===== config.mk =====
export PLATFORM = sky130hd
export DESIGN_NAME = acwt_cell
export DESIGN_NICKNAME = d
export VERILOG_FILES = /design/src/rtl/core/autocorrelation_with_tau_core_defines.svh /design/src/rtl/core/acwt_pkg.sv /design/src/rtl/core/acwt_cell.sv
export SDC_FILE = /design/constraint.sdc
export NUM_CORES = 2
export LEC_CHECK = 0
export BUFFER_PORTS_ARGS = -buffer_cell sky130_fd_sc_hd__buf_2
export CORE_MARGIN = 10
export CORE_UTILIZATION = 60
export CTS_CLUSTER_DIAMETER = 150
export DETAILED_ROUTE_END_ITERATION = 16
export PLACE_DENSITY = 0.78
export SLEW_MARGIN = 0
export SYNTH_ARGS = -nofsm -noshare
export SYNTH_HDL_FRONTEND = slang
export SYNTH_SLANG_ARGS = --single-unit
export TNS_END_PERCENT = 30

===== constraint.sdc =====
create_clock -name clk -period 13.5 [get_ports clk]
set_clock_uncertainty 0.2 [all_clocks]
set_input_delay 2.025 -clock clk [delete_from_list [all_inputs] [get_ports clk]]
set_output_delay 2.025 -clock clk [all_outputs]
set_load 0.02 [all_outputs]

===== src/rtl/core/autocorrelation_with_tau_core_defines.svh =====
// ----------------------------------------------------------------------------
// Assertion macros for the autocorrelation core
// Shared concurrent assertion forms, clocked on clk and disabled in reset.
// ----------------------------------------------------------------------------
`ifndef AUTOCORRELATION_WITH_TAU_CORE_DEFINES_SVH
`define AUTOCORRELATION_WITH_TAU_CORE_DEFINES_SVH

// Same-cycle implication.
`define ACWT_ASSERT_IMP(lbl, ante, cons, msg) \
  lbl: assert property (@(posedge clk) disable iff (rst) (ante) |-> (cons)) else $error(msg);

// Next-cycle implication.
`define ACWT_ASSERT_NXT(lbl, ante, cons, msg) \
  lbl: assert property (@(posedge clk) disable iff (rst) (ante) |=> (cons)) else $error(msg);

`endif


===== src/rtl/core/acwt_pkg.sv =====
// ----------------------------------------------------------------------------
// acwt_pkg
// Types and constants shared by the autocorrelation core and its cells.
// ----------------------------------------------------------------------------
`default_nettype none
package acwt_pkg;

  localparam int MAX_SAMPLES_DEF = 4096;
  localparam int NUM_LAGS_DEF    = 32;

  localparam logic [63:0] TAU_START = 64'd32768;

  localparam logic KIND_CORR = 1'b0;
  localparam logic KIND_TAU  = 1'b1;

  typedef struct packed {
    logic signed [31:0] sample;
    logic               last;
  } acwt_in_t;

  typedef struct packed {
    logic [5:0]         lag;
    logic               kind;
    logic signed [23:0] value;
    logic               final_res;
  } acwt_out_t;

  // Control broadcast to every cell of the lag chain.
  typedef struct packed {
    logic clear;
    logic shift;
    logic feed;
  } acwt_cell_ctl_t;

endpackage
`default_nettype wire


===== src/rtl/core/acwt_cell.sv =====
// ----------------------------------------------------------------------------
// acwt_cell
// One lag of the correlation chain: delay tap, Q16 product and sums.
// ----------------------------------------------------------------------------
`default_nettype none
module acwt_cell import acwt_pkg::*; #(
  parameter int SUM_W = 45
) (
  input  wire logic                    clk,
  input  wire logic                    rst,
  input  wire acwt_cell_ctl_t          ctl,
  input  wire logic signed [32:0]      b,
  input  wire logic signed [32:0]      a_in,
  input  wire logic                    a_vld_in,
  output logic signed      [32:0]      a_out,
  output logic                         a_vld_out,
  input  wire logic signed [63:0]      c_in,
  input  wire logic signed [SUM_W-1:0] s1_in,
  input  wire logic signed [SUM_W-1:0] s2_in,
  output logic signed      [63:0]      c_out,
  output logic signed      [SUM_W-1:0] s1_out,
  output logic signed      [SUM_W-1:0] s2_out
);

  logic signed [65:0] prod;
  logic signed [65:0] prod_sh;
  logic signed [49:0] pq;
  logic               en;
  logic signed [32:0] a_d;
  logic signed [32:0] b_d;
  logic signed [64:0] sum65;

  assign prod    = a_in * b;
  assign prod_sh = prod >>> 16;
  assign sum65   = {c_out[63], c_out} + {{15{pq[49]}}, pq};

  always_ff @(posedge clk) begin
    if (rst) begin
      a_vld_out <= 1'b0;
      en        <= 1'b0;
    end else begin
      a_vld_out <= a_vld_in && !ctl.clear;
      en        <= ctl.feed && a_vld_in && !ctl.clear;
    end
  end

  always_ff @(posedge clk) begin
    a_out <= a_in;
    pq    <= prod_sh[49:0];
    a_d   <= a_in;
    b_d   <= b;
  end

  always_ff @(posedge clk) begin
    if (rst || ctl.clear) begin
      c_out  <= '0;
      s1_out <= '0;
      s2_out <= '0;
    end else if (ctl.shift) begin
      c_out  <= c_in;
      s1_out <= s1_in;
      s2_out <= s2_in;
    end else if (en) begin
      // The product sum saturates at the signed 64-bit limits.
      if (sum65[64] != sum65[63]) begin
        c_out <= sum65[64] ? {1'b1, 63'd0} : {1'b0, {63{1'b1}}};
      end else begin
        c_out <= sum65[63:0];
      end
      s1_out <= s1_out + {{(SUM_W-33){a_d[32]}}, a_d};
      s2_out <= s2_out + {{(SUM_W-33){b_d[32]}}, b_d};
    end
  end

endmodule
`default_nettype wire


==> out/metrics.cfg <==
[status]
status = complete, no violations

[hold_path]
min_to = s2_out[42]$_SDFFE_PP0P_
min_path_type = register to register
hp-start = s2_out[42]$_SDFFE_PP0P_
hold-path-cell-count = 2

[synth]
netlist_area_sq_um = 55380
synth_largest_area_cell = fa_1
synthTopCellsByCount = 1189 x inv_1, 1147 x fa_1, 676 x nand2_1, 560 x and2_1, 364 x ha_1
synth_seq_cells = 272
syn_nets = 7987
async_flop_share_pct = 0
yosysMostFrequentCell = inv_1
ys.flop_type = dfxtp_1
yosys_warnings = 0
synth.avg_cell_area_sq_um = 8.861
synthDistinctLibCells = 79
seq_area_frac_synth_pct = 9.832
synth_edf_count = 0
yosys.area.top_type_share_pct = 41.46
synthCells = 6250
netlist_top_cells_area = fa_1 41%, dfxtp_1 9.8%, ha_1 8.2%

[cts]
clk_pin_slew_ps = 70
clock_latency_ps = 630
cts-buffers-inserted = 31
cts_tree = built
clk_path_buf_depth = 3
clkSinkCount = 272
cts_resized = 0
holdBufCountCts = 0
cts_root_buf = clkbuf_16
htree_levels = 1
cts_setup_buffers = 0

[global_route]
grt_pass1_vias = 47521
grt_usage_pct = 32.14
grt_max_degree = 111
grt_overflow = 0
grt_pass1_wl_mm = 263.2
antenna_found_initial = 14

[critical_path]
reg2reg_from = c_out[0]$_SDFFE_PP0P_
path_class = primary input to register
startpoint_type = primary input
r2r_cells = 16
cp-end-kind = register
timing.rr.end = c_out[36]$_SDFFE_PP0P_
startpoint = a_in[32]
worstPathMaxFanout = 34
cp.required_ps = 13810
arrival_ps = 10990
r2r_slack_ps = 8480

[sta]
period_minus_slack_ps = 10670
setup-violations-final = 0
slew_headroom_pct = 22.08
report.final.slew_viol_count = 0
period_share_pct = 79.05
tightest_slew_ps = 1169
hold_violations = 0
fmax_ghz = 0.09370
tns_ps = 0
rsz0062_at_grt = no

[placement]
postPlaceCellArea_sq_um = 57970
port_buffers = 413
routabilityCongestion = 0.9847
dp_hpwl_mm = 130.8

[final_layout]
synthToLayoutAreaGrowth_pct = 6.586
multi_input_area_sq_um = 44210
register_area_sq_um = 5449
fillers = 7654
drive_gt1_share_pct = 8.753
final_area_sq_um = 59030
final_nets = 8146

[routing]
remaining_drc_errors = 0
wirelength_mm = 168.3
ant_nets = 0
routedWlPerCell_um = 22.05
dr.pass1.iters = 6
post_drt_via_cell_ratio = 5.915
drt_iter0_drc = 3575
vias = 45146

[die]
die_h_um = 323.8
die_area_sq_um = 104900
core-area_sq_um = 91660
die_w_um = 323.8
io_pins = 414
rows = 111
floorplan.initialDensity_pct = 60.42

[flow_run]
drv_cap = 0

[worst max-delay path, cell delays in order]
cell	delay (ps)
buf_2	660
nand2_1	230
inv_1	190
fa_1	500
fa_1	570
fa_2	850
inv_1	130
fa_1	1020
inv_1	420
fa_1	560
fa_1	460
fa_1	520
inv_1	50
fa_1	470
inv_1	40
ha_1	330
a21o_1	200
a21o_1	160
a21oi_1	190
nor2b_1	70
o21a_1	170
o21a_1	180
a2111o_1	370
a21oi_1	270
o21ai_0	140
xnor2_1	130
[sequential cells by signal, summed over array words and instances (netlist names)]
register / count
c_out: 64
pq: 50
s1_out: 45
s2_out: 45
a_d: 33
b_d: 33
a_vld_out: 1
en: 1
[worst max-delay path by stage]
| stage | end | slack (ps) | cells past startpoint |
|---|---|---|---|
| final | pq[49]$_DFF_P_ | 2830 | 26 |
| after global placement | pq[49]$_DFF_P_ | 2360 | 26 |
| after floorplan | pq[49]$_DFF_P_ | 3510 | 26 |
| after detailed placement | pq[49]$_DFF_P_ | 2230 | 26 |
| after global routing | pq[49]$_DFF_P_ | 2450 | 26 |
| after CTS | pq[49]$_DFF_P_ | 2860 | 26 |
[layout make-up]
cell class | count | share of cell area, %
Multi-Input combinational cell | 4464 | 74.91
Sequential cell | 272 | 9.231
Inverter | 1190 | 7.569
Clock buffer | 42 | 1.452
Timing Repair Buffer | 450 | 3.983
Antenna cell | 14 | 0.05935
Clock inverter | 14 | 0.2862
Tap cell | 1186 | 2.514
[logic make-up (layout without fill, tap and decap cells)]
logic type | count (synthesis) | after routing | share of synthesized area (%)
AND/OR/NAND/NOR | 1799 | 1799 | 16.17
flip-flops | 272 | 272 | 9.832
other | 0 | 14 | 0
XOR/XNOR | 186 | 186 | 2.942
multiplexers | 32 | 32 | 0.5919
adder cells (fa/ha/maj) | 1511 | 1511 | 49.69
AO/OA/AOI/OAI | 936 | 936 | 10.42
buffers and inverters | 1514 | 1696 | 10.36
[layout by cell type (no fill, tap or decap), types with 37 or more instances in the layout]
cell type,instances
inv_1,1187
a21o_1,115
nand2_1,676
nor2_1,202
nor3_1,135
xnor2_1,121
xor2_1,65
a21oi_1,351
and2_1,560
buf_4,37
buf_2,412
fa_1,1146
dfxtp_1,271
o21ai_0,210
nand3_1,38
ha_1,364
[stage by stage]
| stage | utilization (%) | hold slack (ps) | setup WS [ps] | std cells |
|---|---|---|---|---|
| 6_report | 64.40 | 308.8 | 2828 | 7632 |
| 3_3_place_gp | 63.24 | 287.0 | 2359 | 7562 |
| 5_1_grt | 64.36 | 331.6 | 2450 | 7620 |
| 3_5_place_dp | 63.24 | 297.0 | 2226 | 7562 |
| 4_1_cts | 64.36 | 308.6 | 2857 | 7618 |
| 2_1_floorplan | - | 362.2 | 3509 | 6250 |
[layer usage]
layer | routed length, um | vias up | global-route usage, %
met2 | 80910 | 2322 | 54.28
met4 | 10620 | 6 | 17.73
li1 | - | 19690 | -
met1 | 62040 | 22542 | 39.13
met5 | 36 | - | 0
met3 | 14700 | 586 | 5.146
Power is not shown: default switching activity piles up to over one toggle a cycle in this logic, so the estimate is an artifact.
