## src/rtl/core/autocorrelation_with_tau_core_defines.svh

```systemverilog
// ----------------------------------------------------------------------------
// Assertion macros for the autocorrelation core
// Shared concurrent assertion forms, clocked on clk and disabled in reset.
// ----------------------------------------------------------------------------
`ifndef AUTOCORRELATION_WITH_TAU_CORE_DEFINES_SVH
`define AUTOCORRELATION_WITH_TAU_CORE_DEFINES_SVH

// Same-cycle implication.
`define ACWT_ASSERT_IMP(lbl, ante, cons, msg) \
  lbl: assert property (@(posedge clk) disable iff (rst) (ante) |-> (cons)) else $error(msg);

// Next-cycle implication.
`define ACWT_ASSERT_NXT(lbl, ante, cons, msg) \
  lbl: assert property (@(posedge clk) disable iff (rst) (ante) |=> (cons)) else $error(msg);

`endif

```

## src/rtl/core/acwt_div.sv

```systemverilog
// ----------------------------------------------------------------------------
// acwt_div
// Unsigned restoring divider, one quotient bit per cycle.
// ----------------------------------------------------------------------------
`default_nettype none
module acwt_div #(
  parameter int NW = 80,
  parameter int DW = 64
) (
  input  wire logic          clk,
  input  wire logic          rst,
  input  wire logic          start,
  input  wire logic [NW-1:0] num,
  input  wire logic [DW-1:0] den,
  output logic               done,
  output logic      [NW-1:0] quo
);

  localparam int CNT_W = $clog2(NW + 1);

  logic [DW:0]      rem;
  logic [DW-1:0]    dsr;
  logic [CNT_W-1:0] cnt;
  logic             run;
  logic [DW:0]      rem_sh;
  logic             fits;

  assign rem_sh = {rem[DW-1:0], quo[NW-1]};
  assign fits   = (rem_sh >= {1'b0, dsr});

  always_ff @(posedge clk) begin
    if (rst) begin
      run  <= 1'b0;
      done <= 1'b0;
      cnt  <= '0;
    end else begin
      done <= 1'b0;
      if (start && !run) begin
        run <= 1'b1;
        cnt <= CNT_W'(NW);
      end else if (run) begin
        cnt <= cnt - 1'b1;
        if (cnt == CNT_W'(1)) begin
          run  <= 1'b0;
          done <= 1'b1;
        end
      end
    end
  end

  always_ff @(posedge clk) begin
    if (start && !run) begin
      rem <= '0;
      quo <= num;
      dsr <= den;
    end else if (run) begin
      rem <= fits ? (rem_sh - {1'b0, dsr}) : rem_sh;
      quo <= {quo[NW-2:0], fits};
    end
  end

endmodule
`default_nettype wire

```

## config.mk

```make
export PLATFORM = sky130hd
export DESIGN_NAME = acwt_div
export DESIGN_NICKNAME = d
export VERILOG_FILES = /design/src/rtl/core/autocorrelation_with_tau_core_defines.svh /design/src/rtl/core/acwt_div.sv
export SDC_FILE = /design/constraint.sdc
export NUM_CORES = 1
export LEC_CHECK = 0
export BUFFER_PORTS_ARGS = -buffer_cell sky130_fd_sc_hd__buf_4
export CORE_MARGIN = 1
export CORE_UTILIZATION = 45
export CTS_CLUSTER_SIZE = 12
export DETAILED_ROUTE_END_ITERATION = 10
export HOLD_SLACK_MARGIN = 0.06
export PLACE_DENSITY = 0.71
export SETUP_SLACK_MARGIN = 0.4
export SKIP_LAST_GASP = 1
export SLEW_MARGIN = 25
export SYNTH_ARGS = -nofsm -noshare
export SYNTH_HDL_FRONTEND = slang
export SYNTH_SLANG_ARGS = --single-unit
```

## constraint.sdc

```tcl
create_clock -name clk -period 3.9 [get_ports clk]
set_input_delay 0.975 -clock clk [delete_from_list [all_inputs] [get_ports clk]]
set_output_delay 0.975 -clock clk [all_outputs]
set_load 0.01 [all_outputs]
```

==> summary.json <==
{
  "global_route": {
    "vias_in_the_first_global_route": 10165,
    "global_route_total_overflow": 0,
    "global_route_wire_length_before_repair_um": 52080,
    "antenna_violations_before_repair": 0,
    "track_usage": 0.2259,
    "pin_count_of_the_biggest_net_entering_global_routing": 110
  },
  "cts": {
    "htree_num_levels": 1,
    "cts.clk_slew.worst_paths_ns": 0.06,
    "cts.sinks": 217,
    "cts.path.max_buffers": 3,
    "cts_root_buffer_type": "sky130_fd_sc_hd__clkbuf_16",
    "clock_tree_from_tritoncts": "yes",
    "worstSkewPairLatency_ns": 0.54,
    "numCtsBuffers": 25,
    "cts_hold_repair.buffers": 0
  },
  "layout": {
    "final_layout_size_suffix_gt1_frac": 0.2641,
    "num-nets-final": 1664,
    "insertedDiodeCount": 0,
    "layout-area-overhead-vs-synth_pct": 23.35,
    "post-route-util": 0.5696,
    "filler_cell_count": 2389,
    "stdcell_area_sq_um": 15440
  },
  "setup_path": {
    "setup.worst_path.start_class": "flip-flop",
    "timing.setup.critical_path_class": "reg -> reg",
    "worst_path_max_delay_cell": "sky130_fd_sc_hd__ha_1",
    "crit_path_end_kind": "flip-flop",
    "crit_path_max_fanout": 10,
    "worstPathRequired_ns": 4.31,
    "critical_path.most_common_cell": "sky130_fd_sc_hd__buf_4",
    "cp_slowest_stage_delay_ns": 0.43,
    "crit_arrival_ns": 3.77,
    "crit_chain": "inv_1, ha_1, nand4_2, nor3b_2, o21ai_1, o211a_4, o21ai_4, a221oi_4, a211oi_2, buf_4, nor2_4, buf_4, buf_4, a32oi_1, o31ai_1"
  },
  "run": {
    "drv.max_cap_violation_count": 0
  },
  "timing": {
    "final_min_period_ns": 3.358,
    "finalSetupTns_ns": 0,
    "slew-limit-headroom": 0.3165,
    "fmax_mhz": 297.8,
    "timing.final.max_slew_violations": 0,
    "fin_worst_hold_slack_ns": 0.4810,
    "timing.final.hold_violations": 0,
    "setup_violations": 0,
    "grt_setup_unrepaired": "yes",
    "tightestPinTransition_ns": 1.025,
    "fin_crit_sh": 0.8610,
    "finClkSkew_ns": 0.01330
  },
  "yosys": {
    "ys.warnings.count": 0,
    "synthDominantCellAreaShare": 0.3455,
    "post_synth_main_area_contributors": "sky130_fd_sc_hd__edfxtp_1 35%, sky130_fd_sc_hd__dfxtp_1 12%, sky130_fd_sc_hd__mux2_2 7.3%, sky130_fd_sc_hd__ha_1 6.6%, sky130_fd_sc_hd__nand3_1 5.0%",
    "mappedNetlistArea_sq_um": 12510,
    "synth.area.mux_share": 0.07449,
    "syn_area_per_cell_sq_um": 10.05,
    "synth_simple_gate_area_share": 0.1482,
    "mappedNetlistNets": 1459,
    "synth.largest_area_cell": "sky130_fd_sc_hd__edfxtp_1",
    "synth_xor_area_frac": 0.04339,
    "synth_adder_area_share": 0.06759,
    "synth_top_flop_cell": "sky130_fd_sc_hd__edfxtp_1",
    "synth_top_family_by_area": "compound AO/OA/AOI/OAI gates",
    "synth_compound_gate_area_share": 0.1524,
    "post_synthesis_cells": 1245,
    "edff_count_synth": 144,
    "synth_commonest_cells": "144 x sky130_fd_sc_hd__edfxtp_1, 126 x sky130_fd_sc_hd__nand3_1, 112 x sky130_fd_sc_hd__nand2_1",
    "synth-seq-area-share": 0.4623,
    "synthDistinctLibCells": 78,
    "synthMostInstantiatedCell": "sky130_fd_sc_hd__edfxtp_1",
    "synth_async_sr_flop_share": 0,
    "synth.ff_latch_count": 217
  },
  "route": {
    "first_iter_violations": 479,
    "drtAntennaViolNets": 0,
    "vias_per_cell": 5.533,
    "detailedRoute.firstPassIterationCount": 4,
    "detail_route.wl_per_cell_um": 17.72,
    "drcViolationCount": 0,
    "routed_wirelength_um": 32620,
    "route.vias.total": 10187
  },
  "floorplan": {
    "floorplan.initialDensity": 0.4618,
    "die_area_sq_um": 28480,
    "die_w_um": 168.8,
    "top_level_ports": 228,
    "dieHeight_um": 168.8,
    "floorplan.rows": 60,
    "fp.coreArea_sq_um": 27100
  },
  "power": {
    "clkPwrFrac": 0.240,
    "power_frac_seq": 0.327,
    "power_density_nw_per_um2": 655.6,
    "cellInternalPower_mw": 6.265,
    "leakagePower_nw": 6.516,
    "ir_worst_vdd_mv": 0.4660,
    "switching_share": 0.3809,
    "power_dissipated_by_switching_net_loads_mw": 3.855,
    "total_power_mw": 10.12,
    "share_comb_of_total_power": 0.434
  },
  "run_status": {
    "run_status": "completed"
  },
  "place": {
    "quantity_of_i_o_buffers_inserted_on_ports": 227,
    "gpl.final_weighted_congestion": 0.9133,
    "dp.final_hpwl_um": 23730,
    "place_area_sq_um": 14510
  },
  "min_path": {
    "worst_hold_path_class": "reg -> reg"
  }
}
-- power groups by stage --
stage	Clock (mW)	Sequential (mW)	Combinational, mW
finish	2.43	3.31	4.39
global route	2.57	3.36	4.85
CTS	2.49	3.30	4.29
detailed placement	0	3.34	4.26
global placement	0	3.33	4.21
floorplan	0	3.31	3.20
-- metrics by stage --
stage	cells	setup WS [ns]
6_report	1841	0.5422
5_1_grt	1841	0.3720
4_1_cts	1835	0.4427
3_5_place_dp	1789	0.4695
3_3_place_gp	1789	0.3991
2_1_floorplan	1245	0.4562
-- layer usage --
layer,track usage,vias to the layer above,part of all wire
met4,0.06206,0,0.024
li1,-,5005,-
met3,0.06196,48,0.071
met5,0,-,0
met2,0.3911,293,0.48
met1,0.2747,4841,0.42
-- registers in the layout, indices dropped and copies added, names as in the netlist --
name,cells
run,1
cnt,7
dsr,64
done,1
quo,80
rem,64
-- cell type report --
class,instances,area (sq um),area share
multi-input cells,876,6132,0.3973
clock buffers,40,732.0,0.04742
well taps,372,465.4,0.03015
clock inverters,6,117.6,0.007619
inverters,83,312.8,0.02026
repair buffers,247,1887,0.1222
flip-flops and latches,217,5789,0.3750
-- repair_timing --
action / CTS / global route
buffers inserted: 0 / 5
setup endpoints to repair: 0 / 47
gates resized for setup: 0 / 9
-- critical path: cells and delay by family (launching register included) --
family,cells,cell delay (ns)
and+or+nand+nor,3,0.52
adders and majority gates,1,0.43
DFF,1,0.32
AOI/OAI and AO/OA,7,1.41
buffers and inverters,4,0.53
-- logic make-up after synthesis --
logic type / Yosys count
buf+inv: 153
fa+ha+maj: 67
xor+xnor: 62
mux: 83
flops: 217
compound gates: 277
simple gates: 386
-- path summary, 6_finish.rpt --
path	startpoint	endpoint	slack, ns	depth (start not counted)
min reg2reg	rem[42]	rem[42]	0.48	2
min	rem[42]	rem[42]	0.48	2
max	dsr[13]	rem[57]	0.54	15
max reg2reg	dsr[13]	rem[57]	0.54	15
-- cell usage in the layout, fill, tap and decap left out, drive strengths merged, types with 8 or more instances in the layout --
| master | count |
|---|---|
| clkbuf | 40 |
| nand4 | 16 |
| nor2 | 59 |
| o31ai | 9 |
| inv | 82 |
| a31oi | 9 |
| o21ai | 57 |
| o311ai | 24 |
| a21oi | 77 |
| a21o | 25 |
| xnor2 | 34 |
| nand2 | 112 |
| edfxtp | 144 |
| nor3 | 14 |
| mux2 | 81 |
| a32oi | 14 |
| nor4 | 8 |
| and3 | 11 |
| dfxtp | 73 |
| buf | 247 |
| a211oi | 11 |
| ha | 66 |
| xor2 | 28 |
| nand2b | 11 |
| nand3 | 126 |
Power figures use the tool's default switching activity.
